--- src/ddft_pkg.sv ---
// shared types, constants and twiddle lookup for the direct dft engine
// no dependencies; used by every module of the block

package ddft_pkg;

  localparam int MAX_LOG2   = 6;
  localparam int MAX_POINTS = 1 << MAX_LOG2;
  localparam int BANKS_LOG2 = 1;
  localparam int MEM_AW     = MAX_LOG2 + BANKS_LOG2;
  localparam int SAMPLE_W   = 16;
  localparam int BIN_W      = 23;
  localparam int ACC_W      = 40;
  localparam int LOG2_W     = 3;
  localparam int RESET_LOG2 = 6;

  // register index of log2_length (byte address 4*index)
  localparam logic REG_LOG2_LENGTH = 1'b0;

  localparam logic signed [SAMPLE_W-1:0] QSINE [17] = '{
    16'sd0,     16'sd3212,  16'sd6393,  16'sd9512,  16'sd12540, 16'sd15447,
    16'sd18205, 16'sd20788, 16'sd23170, 16'sd25330, 16'sd27245, 16'sd28899,
    16'sd30274, 16'sd31357, 16'sd32138, 16'sd32610, 16'sd32767
  };

  typedef struct packed {
    logic signed [SAMPLE_W-1:0] re;
    logic signed [SAMPLE_W-1:0] im;
  } sample_t;

  typedef struct packed {
    logic              en;
    logic [MEM_AW-1:0] addr;
    sample_t           data;
  } wr_t;

  typedef struct packed {
    logic              bank;
    logic [LOG2_W-1:0] log2;
  } job_t;

  typedef struct packed {
    logic              en;
    logic [LOG2_W-1:0] data;
  } cfg_wr_t;

  typedef enum logic [1:0] {
    BK_IDLE,
    BK_RUN,
    BK_DRAIN,
    BK_EMIT
  } back_state_t;

  // sine of 2*pi*j/64 in q1.15, symmetric quarter-wave table
  function automatic logic signed [SAMPLE_W-1:0] rom_sin(input logic [MAX_LOG2-1:0] j);
    logic [4:0]                 r_idx;
    logic signed [SAMPLE_W-1:0] v;
    r_idx = j[4] ? (5'd16 - {1'b0, j[3:0]}) : {1'b0, j[3:0]};
    v = QSINE[r_idx];
    rom_sin = j[5] ? -v : v;
  endfunction

  // length mask n-1 for n = 2^l
  function automatic logic [MAX_LOG2-1:0] len_mask(input logic [LOG2_W-1:0] l);
    len_mask = MAX_LOG2'((7'd1 << l) - 7'd1);
  endfunction

endpackage

--- src/ddft_front.sv ---
// front end: takes sample beats, fills the free store bank, posts frame jobs
// depends on ddft_pkg

module ddft_front (
  input  logic                         clk,
  input  logic                         rst_n,
  input  logic                         in_valid,
  output logic                         in_ready,
  input  logic signed [15:0]           in_sample_real,
  input  logic signed [15:0]           in_sample_imag,
  input  ddft_pkg::cfg_wr_t            cfg_wr,
  output logic [ddft_pkg::LOG2_W-1:0]  log2_length,
  input  logic                         frame_done,
  output ddft_pkg::wr_t                mem_wr,
  output logic                         job_push,
  output ddft_pkg::job_t               job
);

  logic [ddft_pkg::LOG2_W-1:0]   log2_r;
  logic [ddft_pkg::MAX_LOG2-1:0] count_r, count_nxt;
  logic                          wbank_r, wbank_nxt;
  logic [1:0]                    outstanding_r, outstanding_nxt;
  logic [ddft_pkg::LOG2_W-1:0]   l_act;
  logic                          accept;
  logic                          last;

  // clamp the length register to 1..6
  always_comb begin
    if (log2_r == 3'd0) begin
      l_act = 3'd1;
    end else if (log2_r > 3'(ddft_pkg::MAX_LOG2)) begin
      l_act = 3'(ddft_pkg::MAX_LOG2);
    end else begin
      l_act = log2_r;
    end
  end

  // two banks: room for a new frame while fewer than two are outstanding
  assign in_ready = (outstanding_r != 2'd2);
  assign accept   = in_valid && in_ready;
  assign last     = (count_r == ddft_pkg::len_mask(l_act));

  assign mem_wr.en        = accept;
  assign mem_wr.addr      = {wbank_r, count_r};
  assign mem_wr.data.re   = in_sample_real;
  assign mem_wr.data.im   = in_sample_imag;
  assign job_push         = accept && last;
  assign job.bank         = wbank_r;
  assign job.log2         = l_act;
  assign log2_length      = log2_r;

  always_comb begin
    count_nxt       = count_r;
    wbank_nxt       = wbank_r;
    outstanding_nxt = outstanding_r;
    if (accept) begin
      count_nxt = last ? '0 : count_r + 1'b1;
      if (last) begin
        wbank_nxt = ~wbank_r;
      end
    end
    if (cfg_wr.en) begin
      count_nxt = '0;
    end
    if (job_push && !frame_done) begin
      outstanding_nxt = outstanding_r + 2'd1;
    end else if (!job_push && frame_done) begin
      outstanding_nxt = outstanding_r - 2'd1;
    end
  end

  always_ff @(posedge clk) begin
    if (!rst_n) begin
      log2_r        <= 3'(ddft_pkg::RESET_LOG2);
      count_r       <= '0;
      wbank_r       <= 1'b0;
      outstanding_r <= 2'd0;
    end else begin
      if (cfg_wr.en) begin
        log2_r <= cfg_wr.data;
      end
      count_r       <= count_nxt;
      wbank_r       <= wbank_nxt;
      outstanding_r <= outstanding_nxt;
    end
  end

  // at most two frames own the two banks
  a_outstanding_bound: assert property (@(posedge clk) disable iff (!rst_n)
    outstanding_r != 2'd3)
    else $error("more than two frames outstanding");

endmodule

--- config.mk ---
export PLATFORM = sky130hd
export DESIGN_NAME = ddft_front
export DESIGN_NICKNAME = d
export VERILOG_FILES = /design/src/ddft_pkg.sv /design/src/ddft_front.sv
export SDC_FILE = /design/constraint.sdc
export NUM_CORES = 1
export LEC_CHECK = 0
export ABC_AREA = 1
export BUFFER_PORTS_ARGS = -buffer_cell sky130_fd_sc_hd__buf_4
export CAP_MARGIN = 20
export CORE_UTILIZATION = 35
export CTS_BUF_LIST = sky130_fd_sc_hd__clkbuf_2 sky130_fd_sc_hd__clkbuf_4 sky130_fd_sc_hd__clkbuf_8
export DETAILED_ROUTE_END_ITERATION = 8
export PLACE_DENSITY = 0.82
export SETUP_SLACK_MARGIN = 0.15
export SYNTH_ARGS = -nofsm -noshare
export SYNTH_HDL_FRONTEND = slang
export SYNTH_SLANG_ARGS = --single-unit
export TNS_END_PERCENT = 30
--- constraint.sdc ---
create_clock -name clk -period 2.07 [get_ports clk]
set_input_delay 0 -clock clk [delete_from_list [all_inputs] [get_ports clk]]
set_output_delay 0 -clock clk [all_outputs]
set_load 0.05 [all_outputs]
==> results.json <==
{
  "outcome": "complete, no violations",
  "min-delay-start": "in_sample_real[0]",
  "worstSkewPairLatency_ns": 0.28,
  "layout.nets": 200,
  "ir_drop_uv": 400,
  "cp-start-kind": "register",
  "drtAntennaViolNets": 0,
  "fin_crit_ns": 1.90,
  "drc": 0,
  "slew_viol_final": 0,
  "gp_congestion": 0.783,
  "grt_pass1_vias": 818,
  "r2r_end": "outstanding_r[1]",
  "synth_top_area_frac": 0.254,
  "required_ns": 2.24,
  "clockRootBuffer": "clkbuf_4",
  "syn_inst": 152,
  "pre_cts_ws_ns": 0.0120,
  "worstSetupEndpointType": "register",
  "cpMaxStageDelayCell": "dfxtp_4",
  "die_x_um": 56.3,
  "grt_max_degree": 8,
  "grt_usage": 0.133,
  "area_growth_pct": 18.0,
  "fin_ws_ns": 0.167,
  "cts_sinks": 12,
  "fillers": 282,
  "crit_chain": "inv_4 > nand2_2 > ha_4 > inv_1 > nand2_1 > nand2_1 > nor2_2 > nand4_4 > nor2_4 > ha_4 > a21oi_2 > o21ai_1 > o21ai_1 > a21oi_1",
  "regArea_sq_um": 269,
  "drtPass1Iterations": 4,
  "yosysSeqAreaShare": 0.232,
  "min_path_cells": 0,
  "fin_worst_skew_ns": 0.00689,
  "synth_top_cells_by_count": "buf_4, nand2_1, nor2_1",
  "place_hpwl_um": 1460,
  "setup_viol": 0,
  "ys_types": 21,
  "cts_max_level": 1,
  "synth_fp_nets": 195,
  "synth_edf_count": 0,
  "die_area_sq_um": 3170,
  "synth_ff_type": "dfxtp_1",
  "finalHoldViolCount": 0,
  "drive_above_1_share": 0.417,
  "cts_buffers": 3,
  "cp_max_fo": 2,
  "path_clk_slew_ns": 0.07,
  "drt-initial-drc-count": 19,
  "die_height_um": 56.3,
  "synth_area_sq_um": 1030,
  "fin_setup_tns_ns": 0,
  "fmax_mhz": 526,
  "cap_viol_max_count": 0,
  "synth_area_leaders": "buf_4, dfxtp_1, nand2_1",
  "dr_total_vias": 861,
  "detail_route.vias_per_cell": 4.60,
  "r2r_slack_ns": 0.17,
  "core_area_sq_um": 2780,
  "num_rows": 19,
  "synth.most_common_cell": "buf_4",
  "arrival_ns": 2.07,
  "wirelength_um": 1970,
  "syn_area_per_cell_sq_um": 6.80,
  "path_class": "register to register",
  "yosys_warnings": 0,
  "pin_count": 89,
  "start_util": 0.372,
  "multi_input_area_sq_um": 518,
  "antenna_found_initial": 0,
  "leakagePower_nw": 0.559,
  "hp-class": "input port to primary output",
  "synthArstFlopShare": 0,
  "rsz0062_at_grt": "true",
  "fin_crit_sh": 0.919,
  "portBuffers": 24,
  "clockBufferDepth": 2,
  "diodes": 0,
  "synth_top_area_cell": "buf_4",
  "r2r_start": "log2_length[1]",
  "reg2regPathDepth": 14,
  "ys_seq_elements": 12,
  "hold_end": "mem_wr[16]",
  "power.density_nw_per_um2": 509,
  "wl_per_cell_um": 10.5,
  "grt_overflow": 0,
  "grt_pass1_wl_um": 3330,
  "slowest_delay_ns": 0.35,
  "cts_tree": "built"
}
[where the power goes]
group | switching [mW] | total (mW) | internal [mW]
Combinational | 0.125 | 0.203 | 0.0770
Sequential | 0.0130 | 0.249 | 0.236
Clock | 0.0816 | 0.169 | 0.0879
[registers in the layout, summed over array words and instances (netlist names)]
signal / flops
outstanding_r: 2
count_r: 6
log2_length: 3
wbank_r: 1
[worst max-delay path by stage]
stage | from | slack, ns | cells after the start | endpoint
floorplan | count_r[3] | 0.09 | 11 | outstanding_r[1]
global placement | log2_length[2] | 0.09 | 14 | outstanding_r[1]
detailed placement | log2_length[2] | 0.01 | 14 | outstanding_r[1]
CTS | log2_length[1] | 0.16 | 14 | outstanding_r[1]
global route | log2_length[1] | 0.0008 | 15 | outstanding_r[1]
finish | log2_length[1] | 0.17 | 14 | outstanding_r[1]
[kinds of logic (layout without fill, tap and decap cells)]
logic type,after synthesis,after routing,share of synthesized area
AOI/OAI and AO/OA,15,15,0.0969
xor gates and xnor gates,4,4,0.0339
adders and majority gates,3,3,0.0363
buffers and inverters,54,58,0.328
DFF,12,12,0.232
other,1,1,0.00363
and+or+nand+nor,63,63,0.269
[repair_timing]
item / in CTS / in global routing
hold endpoints to repair: 5 / 0
gates resized for setup: 0 / 0
hold buffers: 6 / 0
gates cloned: 0 / 0
pin swaps: 4 / 0
setup endpoints to repair: 2 / 2
setup buffers: 6 / 0
[final cells by class]
class                           instances  share of cell area
Sequential cell                        12               0.221
Inverter                               17              0.0585
Tap cell                               31              0.0318
Clock buffer                            4              0.0246
Timing Repair Buffer                   37               0.240
Multi-Input combinational cell         86               0.425
[worst max-delay path: cells and delay by family (launching register included)]
kind | cells | cell delay, ns
and+or+nand+nor | 6 | 0.54
adders and majority gates | 2 | 0.47
DFF | 1 | 0.35
AOI/OAI and AO/OA | 4 | 0.34
buffers and inverters | 2 | 0.08
[layer usage]
layer	global-route usage	vias to the layer above	wire (um)
li1	-	445	-
met4	0.0767	0	57
met1	0.142	380	811
met3	0.0438	7	142
met2	0.228	29	959
met5	0	-	0
[metrics by stage]
stage | hold slack [ns] | util | cells | total power, mW | instance area, sq um
floorplan | 0.0998 | - | 152 | 0.561 | 1130
global placement | 0.000341 | 0.390 | 171 | 0.437 | 1080
detailed placement | 0.000341 | 0.390 | 171 | 0.438 | 1080
CTS | 0.000341 | 0.439 | 187 | 0.624 | 1220
global route | 0.0000718 | 0.439 | 187 | 0.663 | 1220
finish | 0.0000220 | 0.439 | 187 | 0.621 | 1220
[layout by cell type, fill, tap and decap left out, drive strengths merged]
cell type	instances
nand2	34
buf	31
nor2	19
inv	16
dfxtp	12
nand3	8
o21ai	8
dlygate4sd3	6
a21oi	6
xor2	4
clkbuf	4
ha	3
nand4	2
a21boi	1
clkinv	1
conb	1
Note: power is estimated with default switching activity, not from simulation.
