$ cat config.mk
export PLATFORM = sky130hd
export DESIGN_NAME = ddft_fifo
export DESIGN_NICKNAME = d
export VERILOG_FILES = /design/src/ddft_pkg.sv /design/src/ddft_fifo.sv
export SDC_FILE = /design/constraint.sdc
export NUM_CORES = 1
export LEC_CHECK = 0
export BUFFER_PORTS_ARGS = -buffer_cell sky130_fd_sc_hd__buf_2
export CAP_MARGIN = 20
export CORE_AREA = 5 5 42 44
export CTS_BUF_LIST = sky130_fd_sc_hd__clkbuf_16
export DETAILED_ROUTE_END_ITERATION = 6
export DIE_AREA = 0 0 47 49
export GPL_TIMING_DRIVEN = 0
export PLACE_DENSITY_LB_ADDON = 0.05
export SETUP_SLACK_MARGIN = 0.02
export SLEW_MARGIN = 0
export SYNTH_ARGS = -nofsm -noshare
export SYNTH_HDL_FRONTEND = slang
export SYNTH_SLANG_ARGS = --single-unit
$ cat constraint.sdc
create_clock -name clk -period 1 [get_ports clk]
set_input_delay 0.2 -clock clk [delete_from_list [all_inputs] [get_ports clk]]
set_output_delay 0.2 -clock clk [all_outputs]
set_load 0.05 [all_outputs]
$ cat src/ddft_pkg.sv
// shared types, constants and twiddle lookup for the direct dft engine
// no dependencies; used by every module of the block

package ddft_pkg;

  localparam int MAX_LOG2   = 6;
  localparam int MAX_POINTS = 1 << MAX_LOG2;
  localparam int BANKS_LOG2 = 1;
  localparam int MEM_AW     = MAX_LOG2 + BANKS_LOG2;
  localparam int SAMPLE_W   = 16;
  localparam int BIN_W      = 23;
  localparam int ACC_W      = 40;
  localparam int LOG2_W     = 3;
  localparam int RESET_LOG2 = 6;

  // register index of log2_length (byte address 4*index)
  localparam logic REG_LOG2_LENGTH = 1'b0;

  localparam logic signed [SAMPLE_W-1:0] QSINE [17] = '{
    16'sd0,     16'sd3212,  16'sd6393,  16'sd9512,  16'sd12540, 16'sd15447,
    16'sd18205, 16'sd20788, 16'sd23170, 16'sd25330, 16'sd27245, 16'sd28899,
    16'sd30274, 16'sd31357, 16'sd32138, 16'sd32610, 16'sd32767
  };

  typedef struct packed {
    logic signed [SAMPLE_W-1:0] re;
    logic signed [SAMPLE_W-1:0] im;
  } sample_t;

  typedef struct packed {
    logic              en;
    logic [MEM_AW-1:0] addr;
    sample_t           data;
  } wr_t;

  typedef struct packed {
    logic              bank;
    logic [LOG2_W-1:0] log2;
  } job_t;

  typedef struct packed {
    logic              en;
    logic [LOG2_W-1:0] data;
  } cfg_wr_t;

  typedef enum logic [1:0] {
    BK_IDLE,
    BK_RUN,
    BK_DRAIN,
    BK_EMIT
  } back_state_t;

  // sine of 2*pi*j/64 in q1.15, symmetric quarter-wave table
  function automatic logic signed [SAMPLE_W-1:0] rom_sin(input logic [MAX_LOG2-1:0] j);
    logic [4:0]                 r_idx;
    logic signed [SAMPLE_W-1:0] v;
    r_idx = j[4] ? (5'd16 - {1'b0, j[3:0]}) : {1'b0, j[3:0]};
    v = QSINE[r_idx];
    rom_sin = j[5] ? -v : v;
  endfunction

  // length mask n-1 for n = 2^l
  function automatic logic [MAX_LOG2-1:0] len_mask(input logic [LOG2_W-1:0] l);
    len_mask = MAX_LOG2'((7'd1 << l) - 7'd1);
  endfunction

endpackage

$ cat src/ddft_fifo.sv
// two-entry job queue between front and back
// depends on ddft_pkg

module ddft_fifo (
  input  logic           clk,
  input  logic           rst_n,
  input  logic           push,
  input  ddft_pkg::job_t push_job,
  input  logic           pop,
  output ddft_pkg::job_t head,
  output logic           empty,
  output logic           full
);

  ddft_pkg::job_t slot_r [2];
  logic           wptr_r;
  logic           rptr_r;
  logic [1:0]     count_r;

  assign head  = slot_r[rptr_r];
  assign empty = (count_r == 2'd0);
  assign full  = (count_r == 2'd2);

  always_ff @(posedge clk) begin
    if (push) begin
      slot_r[wptr_r] <= push_job;
    end
  end

  always_ff @(posedge clk) begin
    if (!rst_n) begin
      wptr_r  <= 1'b0;
      rptr_r  <= 1'b0;
      count_r <= 2'd0;
    end else begin
      if (push) begin
        wptr_r <= ~wptr_r;
      end
      if (pop) begin
        rptr_r <= ~rptr_r;
      end
      if (push && !pop) begin
        count_r <= count_r + 2'd1;
      end else if (!push && pop) begin
        count_r <= count_r - 2'd1;
      end
    end
  end

  a_no_overflow: assert property (@(posedge clk) disable iff (!rst_n)
    push |-> !full)
    else $error("job pushed into full queue");

  a_no_underflow: assert property (@(posedge clk) disable iff (!rst_n)
    pop |-> !empty)
    else $error("job popped from empty queue");

endmodule

==> out/results.txt, run 1 <==
Ys Warns -> 0
Critical Path Start Type -> register
Root Driver -> clkbuf_16
Top sig layer -> met4
CP Data Required Time -> 800 ps
Initial Utilization -> 0.3598
Setup ws final -> -277.2 ps
Maxcap violations -> 0
Antenna Nets Post-Route -> 0
Ratio of cells with drive above 1 in the final layout -> 0.5385
Post-synth top cells -> edfxtp_1 (8), dfxtp_1 (5), and2_1 (4), mux2_2 (4)
EDFF count, synth -> 8
Core area -> 1401 um2
Crit Path Category -> reg2out
Remaining DRCs -> 0
DR vias/cell -> 4.529
Drt initial violations -> 4
Final #Nets -> 62
First-pass GRT wire length -> 1152 um
Row count -> 14
Die area -> 2303 um2
Main synth FF type -> edfxtp_1
Most common cell in the netlist -> edfxtp_1
DP HPWL -> 590.4 um
Number of global-route vias before repair -> 306
Hold_buf cts -> 0
Worst skew pair latency -> 240 ps
Final Hold Viols -> 0
WHS -> 153.4 ps
GRT overflow -> 0
Die Y-Extent -> 49 um
Vias -> 308
Met3 Wirelength -> 59 um
Final period utilization -> 1.277
Antenna violations before repair -> 0
Critical Path Sink Type -> output port
VDD IR max -> 1.066 mV
Syn Inst Count -> 34
Worst-path clk slew -> 40 ps
Worst Hold Class -> in2reg
RSZ-0062 raised after global routing -> true
Crit Path Max Fanout -> 4
Sequential area share after synthesis -> 0.6749
CTS Buf Count -> 3
Async S/R FF share, synth -> 0
WL final -> 784 um
Io pins -> 14
CTS sink cnt -> 13
Violated checks -> setup timing
Slew Limit Fails -> 0
Top-area cell type share of the netlist area -> 0.4764
Overall power -> 1.718 mW
Final Core Density -> 0.5518
Syn Std Cell Area -> 504.2 um2
ANT cells -> 0
Drt first pass iters -> 2
Crit path DAT -> 1080 ps
Achievable Freq -> 0.7829 GHz
#FFs+latches synth -> 13
CTS max path bufs -> 2
Rel. slew slack -> 0.8235
Leak pwr -> 0.3249 nW
Die X -> 47 um
Pre-CTS worst setup slack -> -150.8 ps
Synth area leader -> edfxtp_1
Synth cell types -> 15
Status -> finished, violations left
Minimum clock period -> 1277 ps
WL/cell -> 11.53 um
Largest net degree at the start of global routing -> 8
Synth top area cells -> edfxtp_1 (48%), dfxtp_1 (20%), mux2_2 (8.9%), and2_1 (5.0%), xor2_1 (3.5%)
Setup TNS -> -1310 ps
Syn Nets -> 43
Post-Syn Area per Cell -> 14.83 um2
GPL Wtd Cong -> 0.5705
Pwr dens -> 2222 nW/um2
Final setup viols -> 6
Tightest Pin Transition -> 263.6 ps
TritonCTS clock tree -> done
FILL cells -> 132
H-tree depth -> 1
Area delta synth->final -> 53.35%
Worst Clk Skew -> 0.9538 ps
DRT met1 WL -> 274 um
Port-buffer cells -> 13
Total GRT Usage -> 0.07709
Met2 wire length -> 430 um
## layer usage
metal	up-vias	track usage
met5	-	0
met4	0	0.08295
met3	2	0.03321
met2	10	0.1154
met1	141	0.06881
li1	155	-
## cell usage in the layout (no fill, tap or decap), drive strengths merged, types with 2 or more instances in the layout
cell type,count
and2,4
buf,14
clkbuf,3
dfxtp,5
edfxtp,8
inv,2
mux2,4
nor2b,2
xor2,2
## power by group
part | switching, mW | internal (mW) | total (mW)
clock network | 0.195 | 0.525 | 0.719
logic | 0.184 | 0.167 | 0.350
registers | 0.0295 | 0.619 | 0.648
## critical path, stage by stage, from the launching register on
cell,delay [ps]
dfxtp_4,380
mux2_4,310
buf_8,150
## registers in the layout (all words and copies together) (netlist names), named ones only
register  count
slot_r        8
count_r       2
rptr_r        1
wptr_r        1
## metrics by stage
stage | instance area, um2 | instances
floorplan | 519.2 | 34
global placement | 604.3 | 63
detailed placement | 604.3 | 63
CTS | 773.2 | 68
global route | 773.2 | 68
finish | 773.2 | 68
## timing repair
action,CTS,global route
setup buffers,1,0
gates resized for setup,27,0
setup endpoints to repair,11,7
## kinds of logic after synthesis
kind of cell    count (synthesis)  synth area share
compound gates                  3           0.03970
fa+ha+maj                       1           0.02481
mux                             4           0.08932
buf+inv                         1          0.007437
xor+xnor                        3           0.05212
flops                          13            0.6749
simple gates                    9            0.1117
## path summary, 6_finish.rpt
kind	start	to	slack [ps]	depth (start not counted)
setup / recovery	register	head[2]	-280	2
hold / removal	push_job[0]	slot_r[1][0]	150	1
setup reg to reg	count_r[0]	count_r[1]	0	3
hold reg to reg	count_r[1]	count_r[1]	490	2
## layout make-up
cell class | count | area (um2) | area share
sequential | 13 | 349.1 | 0.4515
timing repair buffer | 14 | 128.9 | 0.1667
clock inverter | 1 | 3.754 | 0.004854
multi-input combinational | 20 | 192.7 | 0.2492
clock buffer | 3 | 75.07 | 0.09709
tap | 16 | 20.02 | 0.02589
inverter | 1 | 3.754 | 0.004854
No activity file was read; power rests on OpenSTA's default activity.
==> run 2: changes to the inputs <==
--- a/config.mk
+++ b/config.mk
@@ -13,6 +13,7 @@
 export DIE_AREA = 0 0 47 49
 export GPL_TIMING_DRIVEN = 0
 export PLACE_DENSITY_LB_ADDON = 0.05
+export REMOVE_ABC_BUFFERS = 1
 export SETUP_SLACK_MARGIN = 0.02
 export SLEW_MARGIN = 0
 export SYNTH_ARGS = -nofsm -noshare
==> run 2 against run 1 <==
The run still ends with setup timing left. Sequential cell count did not move. Worst hold slack got worse by 3.4 ps. Sequential power is essentially flat. Utilization up 1.6 points. Critical path depth unchanged. Combinational power up 12%. Clock power is 0.7% higher. Clock-buffer cell count stayed put. Power up 2.7%. Critical endpoint is now head[0].
==> out/results.txt, run 2 (synthesized netlist as in run 1, its figures left out) <==
Status -> finished, violations left
Violated checks -> setup timing
Tightest Pin Transition -> 263.3 ps (-0.2276 ps)
Drt initial violations -> 4 (unchanged)
Setup ws final -> -278.3 ps (-1.079 ps)
DR vias/cell -> 4.400 (-2.9%)
Root Driver -> clkbuf_16
First-pass GRT wire length -> 1297 um (+13%)
WL/cell -> 12.70 um (+10%)
Drt first pass iters -> 4 (+2)
Antenna violations before repair -> 0 (unchanged)
TritonCTS clock tree -> done
DP Area -> 589.3 um2 (-2.5%)
Leak pwr -> 0.3393 nW (+4.4%)
CTS sink cnt -> 13 (unchanged)
RSZ-0062 raised after global routing -> true
Worst-path clk slew -> 40 ps (about the same)
H-tree depth -> 1 (unchanged)
Met2 usage -> 0.1335 (+0.01810)
Die area -> 2303 um2 (unchanged)
CTS max path bufs -> 2 (unchanged)
Rel. slew slack -> 0.8236 (about the same)
Final Hold Viols -> 0 (unchanged)
Area delta synth->final -> 57.82%
Minimum clock period -> 1278 ps (+1.079 ps)
Core area -> 1401 um2 (unchanged)
Hold Path Cell Cnt -> 1 (unchanged)
Design area -> 795.8 um2 (+2.9%)
Largest Register -> slot_r
Commonest non-fill, non-tap cell in the layout -> edfxtp_1
Crit Path Category -> reg2out
GPL Wtd Cong -> 0.6022 (+5.6%)
Slew Limit Fails -> 0 (unchanged)
Final period utilization -> 1.278 (about the same)
Largest net degree at the start of global routing -> 8 (unchanged)
Critical Path Start Type -> register
Largest registers -> slot_r: 8 flops, count_r: 2 flops
Initial Utilization -> 0.3598 (unchanged)
GRT overflow -> 0 (unchanged)
Crit path DAT -> 1080 ps (about the same)
Total GRT Usage -> 0.07643 (-0.0006592)
VDD IR max -> 1.252 mV (+17%)
Port-buffer cells -> 13 (unchanged)
Min-delay src -> push_job[2]
Ratio of cells with drive above 1 in the final layout -> 0.5556 (+0.01709)
Die X -> 47 um (unchanged)
ANT cells -> 0 (unchanged)
Antenna Nets Post-Route -> 0 (unchanged)
Achievable Freq -> 0.7823 GHz (about the same)
Reg2Reg Capture Point -> count_r[1]
Final #Nets -> 64 (+3.2%)
Worst skew pair latency -> 240 ps (about the same)
CP Data Required Time -> 800 ps (about the same)
Maxcap violations -> 0 (unchanged)
Final setup viols -> 7 (+1)
Crit Path Max Fanout -> 4 (unchanged)
Reg-to-Reg Start -> count_r[0]
Pwr dens -> 2217 nW/um2 (-0.21%)
Met1 Usage GRT -> 0.08046 (+0.01165)
FF-to-FF setup slack -> -100 ps (-100 ps)
Hold EP -> slot_r[1][2]
Busiest layer in global routing -> met2
Critical Path Sink Type -> output port
Largest register FFs -> 8 (unchanged)
WL final -> 889 um (+13%)
Vias -> 308 (unchanged)
Hold_buf cts -> 0 (unchanged)
Die Y-Extent -> 49 um (unchanged)
R2R cell count -> 4 (+1)
Remaining DRCs -> 0 (unchanged)
Commonest non-fill, non-tap cells in the layout -> edfxtp_1 (8), buf_2 (7), buf_8 (5)
Io pins -> 14 (unchanged)
Worst Clk Skew -> 0.7163 ps (-0.2376 ps)
DP HPWL -> 598.2 um (+1.3%)
M3 GR Usage -> 0.01476 (-0.01845)
Row count -> 14 (unchanged)
WHS -> 150.0 ps (-3.406 ps)
Number of global-route vias before repair -> 320 (+4.6%)
CTS Buf Count -> 3 (unchanged)
Worst Hold Class -> in2reg
run 2: metrics by stage:
stage | TNS [ps] | utilization | setup slack (ps) | total power, mW | cells
after floorplan | -340.5 | - | -177.5 | 0.8428 | 34
after global placement | -876.1 | 0.4205 | -189.6 | 0.8971 | 63
after detailed placement | -1113 | 0.4205 | -212.9 | 0.9065 | 63
after CTS | -1358 | 0.5384 | -286.2 | 1.718 | 67
after global routing | -1702 | 0.5679 | -302.5 | 1.829 | 70
final | -1497 | 0.5679 | -278.3 | 1.764 | 70
run 2: area by class of cell:
type / instances / area [um2]
Clock buffer: 3 / 75.07
Clock inverter: 1 / 3.754
Fill cell: 129 / 605.6
Inverter: 1 / 3.754
Multi-Input combinational cell: 20 / 192.7
Sequential cell: 13 / 349.1
Tap cell: 16 / 20.02
Timing Repair Buffer: 16 / 151.4
run 2: where the power goes:
group / total, mW / switching, mW / leakage [nW] / internal (mW)
Combinational: 0.392 / 0.197 / 0.179 / 0.194
Sequential: 0.649 / 0.0308 / 0.118 / 0.618
Clock: 0.724 / 0.198 / 0.0423 / 0.525
Total: 1.76 / 0.426 / 0.339 / 1.34
run 2: worst max-delay path by stage:
stage | endpoint | slack [ps] | depth (start not counted)
after floorplan | empty | -180 | 1
after global placement | count_r[1] | -190 | 4
after detailed placement | count_r[1] | -210 | 5
after CTS | head[0] | -290 | 2
after global routing | head[0] | -300 | 2
final | head[0] | -280 | 2
run 2: repair_timing:
action,4_1_cts,5_1_grt
resized for setup,28,4
hold endpoints to repair,0,0
pin swaps,2,1
setup endpoints to repair,11,7
buffers inserted,0,3
run 2: metal layers:
layer | up-vias | part of all wire
li1 | 158 | -
met1 | 138 | 0.40
met2 | 12 | 0.55
met3 | 0 | 0.055
met4 | 0 | 0
met5 | - | 0
run 2: critical path, stage by stage (launching register included):
cell	delay, ps
dfxtp_4	380
mux2_4	310
buf_8	150
